$ cat src/hw/rtl/rept_pkg.sv
package rept_pkg;

   localparam int unsigned CSR_INDEX_WIDTH = 3;
   localparam int unsigned CSR_DATA_WIDTH  = 16;

   typedef logic [1:0] dir_type;
   typedef logic [CSR_INDEX_WIDTH-1:0] csr_index_type;

   localparam dir_type DIR_NONE = 2'd0;
   localparam dir_type DIR_DEC  = 2'd1;
   localparam dir_type DIR_INC  = 2'd2;

   localparam csr_index_type CSR_ACTIVE_LEVEL   = 3'd0;
   localparam csr_index_type CSR_DEBOUNCE_MS    = 3'd1;
   localparam csr_index_type CSR_ERROR_HOLD_MS  = 3'd2;
   localparam csr_index_type CSR_LIMIT_ENABLE   = 3'd3;
   localparam csr_index_type CSR_LOWER_LIMIT    = 3'd4;
   localparam csr_index_type CSR_UPPER_LIMIT    = 3'd5;
   localparam csr_index_type CSR_STEP_SIZE      = 3'd6;
   localparam csr_index_type CSR_START_POSITION = 3'd7;

   localparam logic        RST_ACTIVE_LEVEL  = 1'b1;
   localparam logic [15:0] RST_DEBOUNCE_MS   = 16'd2;
   localparam logic [15:0] RST_ERROR_HOLD_MS = 16'd200;
   localparam logic        RST_LIMIT_ENABLE  = 1'b0;
   localparam logic [15:0] RST_LOWER_LIMIT   = 16'h8000;
   localparam logic [15:0] RST_UPPER_LIMIT   = 16'h7fff;
   localparam logic [14:0] RST_STEP_SIZE     = 15'd1;
   localparam logic [15:0] RST_POSITION      = 16'd0;

endpackage

$ cat src/hw/rtl/rotary_encoder_position_tracker_top.sv
// an accepted item passes the input register, then the result register; a result stall can hold it between them
// throughput: one item per cycle while the result is not stalled; input register and result register in one pass
// a stalled result holds the input register, which still fills once
// reset: synchronous, active high; control, configuration and tracker registers return to defaults, position to zero
// a start_position write is ignored; reset restores the position to zero
module rotary_encoder_position_tracker_top (
   input  logic                              clock,
   input  logic                              reset,
   input  logic                              req_valid,
   output logic                              req_stall,
   input  logic [31:0]                       req_time_ms,
   input  logic                              req_pin_a,
   input  logic                              req_pin_b,
   input  logic                              req_enable,
   output logic                              rsp_valid,
   input  logic                              rsp_stall,
   output logic [1:0]                        rsp_direction,
   output logic signed [15:0]                rsp_position,
   output logic signed [15:0]                rsp_previous_position,
   input  logic                              csr_valid,
   output logic                              csr_ready,
   input  logic [rept_pkg::CSR_INDEX_WIDTH-1:0] csr_index,
   input  logic [rept_pkg::CSR_DATA_WIDTH-1:0]  csr_wdata
);

   // configuration
   logic        active_level_ff;
   logic [15:0] debounce_ms_ff;
   logic [15:0] error_hold_ms_ff;
   logic        limit_enable_ff;
   logic signed [15:0] lower_limit_ff;
   logic signed [15:0] upper_limit_ff;
   logic [14:0] step_size_ff;

   // input stage
   logic        in_valid_ff;
   logic [31:0] in_time_ff;
   logic        in_pin_a_ff;
   logic        in_pin_b_ff;
   logic        in_enable_ff;

   // tracker state
   logic        prev_a_ff, prev_a_in;
   rept_pkg::dir_type held_dir_ff, held_dir_in;
   logic [31:0] sample_stamp_ff, sample_stamp_in;
   logic [31:0] edge_stamp_ff, edge_stamp_in;
   logic signed [15:0] position_ff, position_in;
   logic signed [15:0] previous_position_ff, previous_position_in;

   // result stage
   logic        out_valid_ff;
   rept_pkg::dir_type out_dir_ff;

   logic        advance;
   logic        req_take;
   logic [31:0] sample_elapsed;
   logic [31:0] edge_elapsed;
   logic        sampled;
   logic        a_asserted;
   logic        b_asserted;
   logic        fall_edge;
   logic        in_hold;
   rept_pkg::dir_type raw_dir;
   rept_pkg::dir_type dir_w;

   assign csr_ready = 1'b1;
   assign advance   = in_valid_ff && (!out_valid_ff || !rsp_stall);
   assign req_stall = in_valid_ff && !advance;
   assign req_take  = req_valid && !req_stall;

   always_ff @(posedge clock) begin
      if (reset) begin
         active_level_ff  <= rept_pkg::RST_ACTIVE_LEVEL;
         debounce_ms_ff   <= rept_pkg::RST_DEBOUNCE_MS;
         error_hold_ms_ff <= rept_pkg::RST_ERROR_HOLD_MS;
         limit_enable_ff  <= rept_pkg::RST_LIMIT_ENABLE;
         lower_limit_ff   <= rept_pkg::RST_LOWER_LIMIT;
         upper_limit_ff   <= rept_pkg::RST_UPPER_LIMIT;
         step_size_ff     <= rept_pkg::RST_STEP_SIZE;
      end else if (csr_valid && csr_ready) begin
         case (csr_index)
            rept_pkg::CSR_ACTIVE_LEVEL:   active_level_ff  <= csr_wdata[0];
            rept_pkg::CSR_DEBOUNCE_MS:    debounce_ms_ff   <= csr_wdata;
            rept_pkg::CSR_ERROR_HOLD_MS:  error_hold_ms_ff <= csr_wdata;
            rept_pkg::CSR_LIMIT_ENABLE:   limit_enable_ff  <= csr_wdata[0];
            rept_pkg::CSR_LOWER_LIMIT:    lower_limit_ff   <= csr_wdata;
            rept_pkg::CSR_UPPER_LIMIT:    upper_limit_ff   <= csr_wdata;
            rept_pkg::CSR_STEP_SIZE:      step_size_ff     <= csr_wdata[14:0];
            rept_pkg::CSR_START_POSITION: ;
            default: ;
         endcase
      end
   end

   always_comb begin
      sample_elapsed = in_time_ff - sample_stamp_ff;
      edge_elapsed   = in_time_ff - edge_stamp_ff;
      sampled        = sample_elapsed >= {16'd0, debounce_ms_ff};
      a_asserted     = in_pin_a_ff == active_level_ff;
      b_asserted     = in_pin_b_ff == active_level_ff;
      fall_edge      = sampled && !a_asserted && prev_a_ff;
      in_hold        = edge_elapsed < {16'd0, error_hold_ms_ff};
      raw_dir        = b_asserted ? rept_pkg::DIR_DEC : rept_pkg::DIR_INC;

      dir_w           = rept_pkg::DIR_NONE;
      prev_a_in       = prev_a_ff;
      held_dir_in     = held_dir_ff;
      sample_stamp_in = sample_stamp_ff;
      edge_stamp_in   = edge_stamp_ff;
      if (sampled) begin
         prev_a_in       = a_asserted;
         sample_stamp_in = in_time_ff;
      end
      if (fall_edge) begin
         edge_stamp_in = in_time_ff;
         if (in_hold) begin
            dir_w = held_dir_ff;
         end else begin
            dir_w       = raw_dir;
            held_dir_in = raw_dir;
         end
      end

      position_in          = position_ff;
      previous_position_in = previous_position_ff;
      if (in_enable_ff) begin
         case (dir_w)
            rept_pkg::DIR_NONE: previous_position_in = position_ff;
            rept_pkg::DIR_DEC: begin
               if (!limit_enable_ff || position_ff > lower_limit_ff) begin
                  position_in = position_ff - $signed({1'b0, step_size_ff});
               end
            end
            rept_pkg::DIR_INC: begin
               if (!limit_enable_ff || position_ff < upper_limit_ff) begin
                  position_in = position_ff + $signed({1'b0, step_size_ff});
               end
            end
            default: ;
         endcase
      end
   end

   always_ff @(posedge clock) begin
      if (reset) begin
         in_valid_ff          <= 1'b0;
         out_valid_ff         <= 1'b0;
         prev_a_ff            <= 1'b0;
         held_dir_ff          <= rept_pkg::DIR_NONE;
         sample_stamp_ff      <= 32'd0;
         edge_stamp_ff        <= 32'd0;
         position_ff          <= rept_pkg::RST_POSITION;
         previous_position_ff <= 16'sd0;
      end else begin
         if (req_take) begin
            in_valid_ff <= 1'b1;
         end else if (advance) begin
            in_valid_ff <= 1'b0;
         end
         if (advance) begin
            out_valid_ff         <= 1'b1;
            prev_a_ff            <= prev_a_in;
            held_dir_ff          <= held_dir_in;
            sample_stamp_ff      <= sample_stamp_in;
            edge_stamp_ff        <= edge_stamp_in;
            position_ff          <= position_in;
            previous_position_ff <= previous_position_in;
         end else if (!rsp_stall) begin
            out_valid_ff <= 1'b0;
         end
      end
   end

   always_ff @(posedge clock) begin
      if (req_take) begin
         in_time_ff   <= req_time_ms;
         in_pin_a_ff  <= req_pin_a;
         in_pin_b_ff  <= req_pin_b;
         in_enable_ff <= req_enable;
      end
      if (advance) begin
         out_dir_ff <= dir_w;
      end
   end

   assign rsp_valid             = out_valid_ff;
   assign rsp_direction         = out_dir_ff;
   assign rsp_position          = position_ff;
   assign rsp_previous_position = previous_position_ff;

`ifndef NO_ASSERTIONS
   a_stall_needs_item: assert property (@(posedge clock) disable iff (reset)
      req_stall |-> in_valid_ff)
      else $error("input stalled with empty input register");

   a_disabled_holds_position: assert property (@(posedge clock) disable iff (reset)
      advance && !in_enable_ff |=> position_ff == $past(position_ff)
         && previous_position_ff == $past(previous_position_ff))
      else $error("position moved on a disabled item");

   a_no_turn_latches: assert property (@(posedge clock) disable iff (reset)
      advance && in_enable_ff && dir_w == rept_pkg::DIR_NONE
         |=> previous_position_ff == $past(position_ff))
      else $error("previous position not latched on an item with no turn");

   a_turn_needs_sample: assert property (@(posedge clock) disable iff (reset)
      advance && !sampled |=> rsp_direction == rept_pkg::DIR_NONE
         && sample_stamp_ff == $past(sample_stamp_ff))
      else $error("turn reported inside debounce");
`endif

endmodule

$ cat config.mk
export PLATFORM = sky130hd
export DESIGN_NAME = rotary_encoder_position_tracker_top
export DESIGN_NICKNAME = d
export VERILOG_FILES = /design/src/hw/rtl/rept_pkg.sv /design/src/hw/rtl/rotary_encoder_position_tracker_top.sv
export SDC_FILE = /design/constraint.sdc
export NUM_CORES = 1
export LEC_CHECK = 0
export BUFFER_PORTS_ARGS = -buffer_cell sky130_fd_sc_hd__buf_2
export CAP_MARGIN = 20
export CORE_ASPECT_RATIO = 1.5
export CORE_MARGIN = 3
export CORE_UTILIZATION = 30
export CTS_CLUSTER_DIAMETER = 40
export DETAILED_ROUTE_END_ITERATION = 10
export SLEW_MARGIN = 20
export SYNTH_ARGS = -nofsm -noshare
export SYNTH_HDL_FRONTEND = slang
export SYNTH_SLANG_ARGS = --single-unit
$ cat constraint.sdc
create_clock -name clock -period 8.6 [get_ports clock]
set_input_delay 0.43 -clock clock [delete_from_list [all_inputs] [get_ports clock]]
set_output_delay 0.43 -clock clock [all_outputs]
set_load 0.1 [all_outputs]
# [After elaboration in Yosys (flattened, before gate mapping)]
# Cells that the tools add are included.
[totals] register_bits=219 latch_bits=0 mem_bits_rw=0 romBits=0 in_bits=59 output_inout_bits=37 elab_cells=80 mem_count=0
[classes] addsub=4 mul=0 div_mod_pow=0 magnitude_cmp=4 eq_ne=13 shifts=0 mux=10 bitwise=0 n_reduce_logical=29
[op_table] cell="$sub 32x32->32" count=2
[op_table] cell="$ge 32x16->1" count=1
[op_table] cell="$lt 32x16->1" count=1
[op_table] cell="$mux 16" count=2
[op_table] cell="$pmux 16 s2" count=1
[op_table] cell="$reduce_and 2->1" count=9
[op_table] cell="$add 16x16->16" count=1
[op_table] cell="$gt 16x16->1" count=1
[op_table] cell="$lt 16x16->1" count=1
[op_table] cell="$sub 16x16->16" count=1
[op_table] cell="$eq 3x3->1 const B" count=3
[op_table] cell="$eq 3x2->1 const B" count=2
[op_table] cell="$logic_not 1->1" count=6
[op_table] cell="$mux 2" count=3
[op_table] cell="$logic_and 1x1->1" count=5
[op_table] cell="$reduce_and 5->1" count=1
[op_table] cell="$mux 1" count=4
[op_table] cell="$ne 2x2->1 const B" count=2
[op_table] cell="$reduce_bool 2->1" count=2
[op_table] cell="$eq 3x1->1 const B" count=1
[op_table] cell="$logic_not 3->1" count=1
[op_table] cell="$logic_or 1x1->1" count=3
[op_table] cell="$reduce_and 3->1" count=1
[op_table] cell="$eq 1x1->1" count=2
[op_table] cell="other kinds (4)" count=4

# [Depth between registers and ports, before layout]
[depth] depth_word=8 depth_mapped=39 ltp_nobuf=37

# [Worst setup path before layout]
# No wires, ideal clock.
[synth_path] path_type="reg2reg" from="register in_time_ff[0]" to="register position_ff[14], in the netlist rsp_position[14]" setup_ps=119 arrival_ps=7444 t_required_ps=8481 slack_ps=1037 stages_incl_launch_ff=39 n_path_buf=2 period_less_slack_ps=7563 path_cell_list="edfxtp_1 -> inv_1 -> ha_1 -> fa_1 -> nand2b_1 -> a21oi_1 -> o21ai_1 -> o31ai_1 -> nand3_1 -> nand2_1 -> xnor2_1 -> ha_1 -> nand4_1 -> a21oi_1 -> a31o_2 -> or4_1 -> nor4_1 -> o2111ai_1 -> [... 3 more ...] -> nand2_1 -> or2_2 -> ha_1 -> clkbuf_1 -> nor2_1 -> xor2_1 -> ha_1 -> a21o_1 -> a21oi_1 -> o21bai_1 -> a21oi_1 -> nor2_1 -> o21a_1 -> o31a_1 -> o41ai_1 -> mux2i_1 -> a311o_1 -> nand2_1"
[synth_via] elab_chain_cells=8 elab_cells_between_ends=15 cone_classes="2 x add/sub; 2 x order compare; 4 x eq/ne; 3 x mux; 4 x reduce/logical"
[synth_rtl] item="start: declaration" line="rotary_encoder_position_tracker_top.sv:37" text="logic [31:0] in_time_ff;"
[synth_rtl] item="start signal: assignment" line="rotary_encoder_position_tracker_top.sv:176" text="in_time_ff <= req_time_ms;"
[synth_rtl] item="$sub 32x32->32" line="rotary_encoder_position_tracker_top.sv:96" text="sample_elapsed = in_time_ff - sample_stamp_ff;"
[synth_rtl] item="$ge 32x16->1" line="rotary_encoder_position_tracker_top.sv:98" text="sampled = sample_elapsed >= {16'd0, debounce_ms_ff};"
[synth_rtl] item="$logic_and 1x1->1 (2 in a row)" line="rotary_encoder_position_tracker_top.sv:101" text="fall_edge = sampled && !a_asserted && prev_a_ff;"
[synth_rtl] item="$mux 2 *" line="rotary_encoder_position_tracker_top.sv:114" text="if (fall_edge) begin"
[synth_rtl] item="$eq 2x2->1 / $eq 2x1->1 (equally long branches)" line="rotary_encoder_position_tracker_top.sv:127" text="case (dir_w)"
[synth_rtl] item="$ne 2x2->1 (no source line) / $reduce_bool 2->1 (equally long branches)"
[synth_rtl] item="$reduce_and 5->1 (no source line)"
[synth_rtl] item="end signal: assignment" line="rotary_encoder_position_tracker_top.sv:152" text="position_ff <= rept_pkg::RST_POSITION;"
[synth_rtl] item="end signal: assignment" line="rotary_encoder_position_tracker_top.sv:166" text="position_ff <= position_in;"
[synth_rtl] item="end: declaration" line="rotary_encoder_position_tracker_top.sv:47" text="logic signed [15:0] position_ff, position_in;"
# Every way passes the cells marked *; elsewhere a longest branch is shown, timed or not.
# A chain may end at the register's enable or synchronous reset.

# [Worst setup path in the final report]
# Ends and elaborated chain as after synthesis.

==> summary.md <==
| Metric | Value |
|---|---|
| Final-stage net count | `2,084` |
| Power Total | `3150 uW` |
| Post-Place Cells | `2,435` |
| Max FO, Critical Path | `14` |
| CTS tree | `yes` |
| CTS Buf Count | `39` |
| Hold_buf cts | `0` |
| Crit end category | `register` |
| Root buffer cell | `clkbuf_16` |
| Die Ht | `275 microns` |
| Skew-Pair Late Insertion Delay | `0.55 ns` |
| Crit path kind | `reg -> reg` |
| Maximum Capacitance Violations | `0` |
| Cell Area, Synth | `0.0145 sq mm` |
| Initial antenna violation count | `3` |
| Leakage | `0.00666 uW` |
| Hold Crit Class | `in -> reg` |
| DRC Markers | `0` |
| Worst clock skew | `0.0197 ns` |
| Final number of setup-violating endpoints | `0` |
| H-tree Lvls | `2` |
| Period utilization | `92.3%` |
| Remaining Overflow, GRT | `0` |
| Layout Cells excl Fill | `2,512` |
| Final ANT Viol Nets | `0` |
| Tmin final | `7.94 ns` |
| Startpoint Class | `register` |
| # rows | `98` |
| DRT iter0 DRCs | `965` |
| Die span in x | `186 microns` |
| Worst Path Required | `9.04 ns` |
| Top FF cell, synth | `dfxtp_1` |
| Synth Instances | `1,819` |
| Core ar. | `0.0478 sq mm` |
| Relative max-transition margin | `27.2%` |
| VDD IR-drop max | `0.174 mV` |
| Worst path slowest cell | `fa_1` |
| Yosys warnings | `0` |
| Ports | `96` |
| Post-synth ARST share | `0%` |
| Placer Congestion | `0.919` |
| Final HPWL DP | `33,700 microns` |
| CP Buf/Inv Count | `4` |
| Commonest cells after routing, fill and taps aside | `a21oi_1, nand2_1, dfxtp_1` |
| Largest net degree at the start of global routing | `101` |
| Share of post-route cells with drive strength above 1 | `11.0%` |
| Starting density of the core | `30.4%` |
| Final slew viol count | `0` |
| First-pass GRT wire length | `71,300 microns` |
| Average size of a mapped cell | `7.98 sq um` |
| Layout area overhead | `15.8%` |
| Post-synth EDFFs | `37` |
| DIE AREA | `0.0511 sq mm` |
| CP max stage delay | `0.43 ns` |
| Status | `finished, final reports clean` |
| Slew @ Worst Pin | `1.09 ns` |
| Max Freq | `126 MHz` |
| TritonRoute pass-1 iters | `5` |
| Mapped Nets | `2,024` |
| Commonest non-fill, non-tap cell in the layout | `a21oi_1` |
| Vias post-DR | `13,400` |
| WL per Instance | `18.3 microns` |
| PD cells | `187 mW/mm^2` |
| Arr. time, crit path | `8.38 ns` |
| Post-synthesis register bit count | `219` |
| CTS sink count | `219` |
| Unrepaired setup endpoints after global routing | `false` |
| Final hold vios | `0` |
| Family with the most delay on the worst path | `compound AO/OA/AOI/OAI gates` |
| Placed Instance Area | `0.0154 sq mm` |
| Most common cell on crit path | `ha_1` |
| Overall Global Routing Usage | `17.6%` |
| Max clock buf depth | `3` |
| Clock transition at path regs | `0.05 ns` |
| Vias in the first global route | `13,100` |
| Distinct cells, synth | `82` |
| Final wirelength | `46,100 microns` |
| Share of the yosys chip area belonging to registers | `32.7%` |
| Design Area, Final | `0.0168 sq mm` |
| Final Util | `35.1%` |
| Setup TNS | `0 ns` |
| Port-buffer cells | `94` |
| Vias per cell | `5.35` |
## worst reg2reg max path: cells and delay by family (launching register included)
kind	cells	cell delay (ns)
DFF	1	0.40
adders and majority gates	5	1.39
buffers and inverters	4	0.56
and+or+nand+nor	10	1.71
AOI/OAI and AO/OA	14	3.07
muxes	2	0.38
xor gates and xnor gates	2	0.33
## cells by family after synthesis
logic type	share of synthesized area (%)
AND/OR/NAND/NOR	19.0
AO/OA/AOI/OAI	22.6
buffers and inverters	7.30
flip-flops	32.7
adder cells (fa/ha/maj)	12.7
XOR/XNOR	3.68
multiplexers	1.87
other	0.0258
## layer usage
layer | share of wire, % | global-route usage (%)
met3 | 5.3 | 3.28
met5 | 0 | 0
met2 | 49 | 30.8
met4 | 4.8 | 7.92
met1 | 41 | 20.8
## path summary, 6_finish.rpt
kind	from	depth (start not counted)	end	slack, ns
setup / recovery	in_time_ff[0]	37	rsp_position[14]	0.66
hold / removal	req_time_ms[0]	1	in_time_ff[0]	0.06
setup reg to reg	in_time_ff[0]	37	rsp_position[14]	0.66
hold reg to reg	error_hold_ms_ff[13]	2	error_hold_ms_ff[13]	0.45
## cell usage after synthesis, types with 29 or more instances
cell      instances  area (sq um)
a21oi_1         238          1190
nand2_1         212           796
dfxtp_1         182          3640
inv_1           159           597
ha_1            143          1790
nor2_1          119           447
o21ai_0          82           410
clkbuf_1         61           229
nand3_1          61           305
nand4_1          54           338
o31ai_1          38           285
edfxtp_1         37          1110
xnor2_1          35           307
a21o_1           33           248
nor3_1           29           145
## through the flow
stage,worst slack [ns],hold WS [ns]
floorplan,1.04,0.433
global placement,0.468,0.439
detailed placement,0.354,0.447
CTS,0.322,0.0439
global route,0.0135,0.0483
finish,0.665,0.0624
## flip-flops by register name, indices dropped and copies added (netlist names), 2 cells and up
register and flops:
rsp_previous_position 16, in_time_ff 32, step_size_ff 15, edge_stamp_ff 32, debounce_ms_ff 16, upper_limit_ff 16, sample_stamp_ff 32, rsp_direction 2
lower_limit_ff 16, error_hold_ms_ff 16, rsp_position 16, held_dir_ff 2
## layout make-up
class / instances / area (sq um)
inverter: 160 / 601
multi-input combinational: 1347 / 8750
tap: 600 / 751
antenna: 3 / 7.51
clock buffer: 54 / 1190
clock inverter: 17 / 136
fill: 4990 / 31000
sequential: 219 / 4750
timing repair buffer: 112 / 616
## what timing repair did
| action | in CTS | in global routing |
|---|---|---|
| gates resized for setup | 0 | 6 |
| buffers inserted | 0 | 3 |
| setup endpoints to repair | 0 | 3 |
## power breakdown
part / leakage [uW] / internal (uW) / total, uW / switching [uW]
combinational: 0.00417 / 186 / 502 / 316
sequential: 0.00184 / 1080 / 1100 / 28.7
clock: 0.000657 / 978 / 1540 / 564
total: 0.00666 / 2240 / 3150 / 908
No activity file was read; power rests on OpenSTA's default activity.
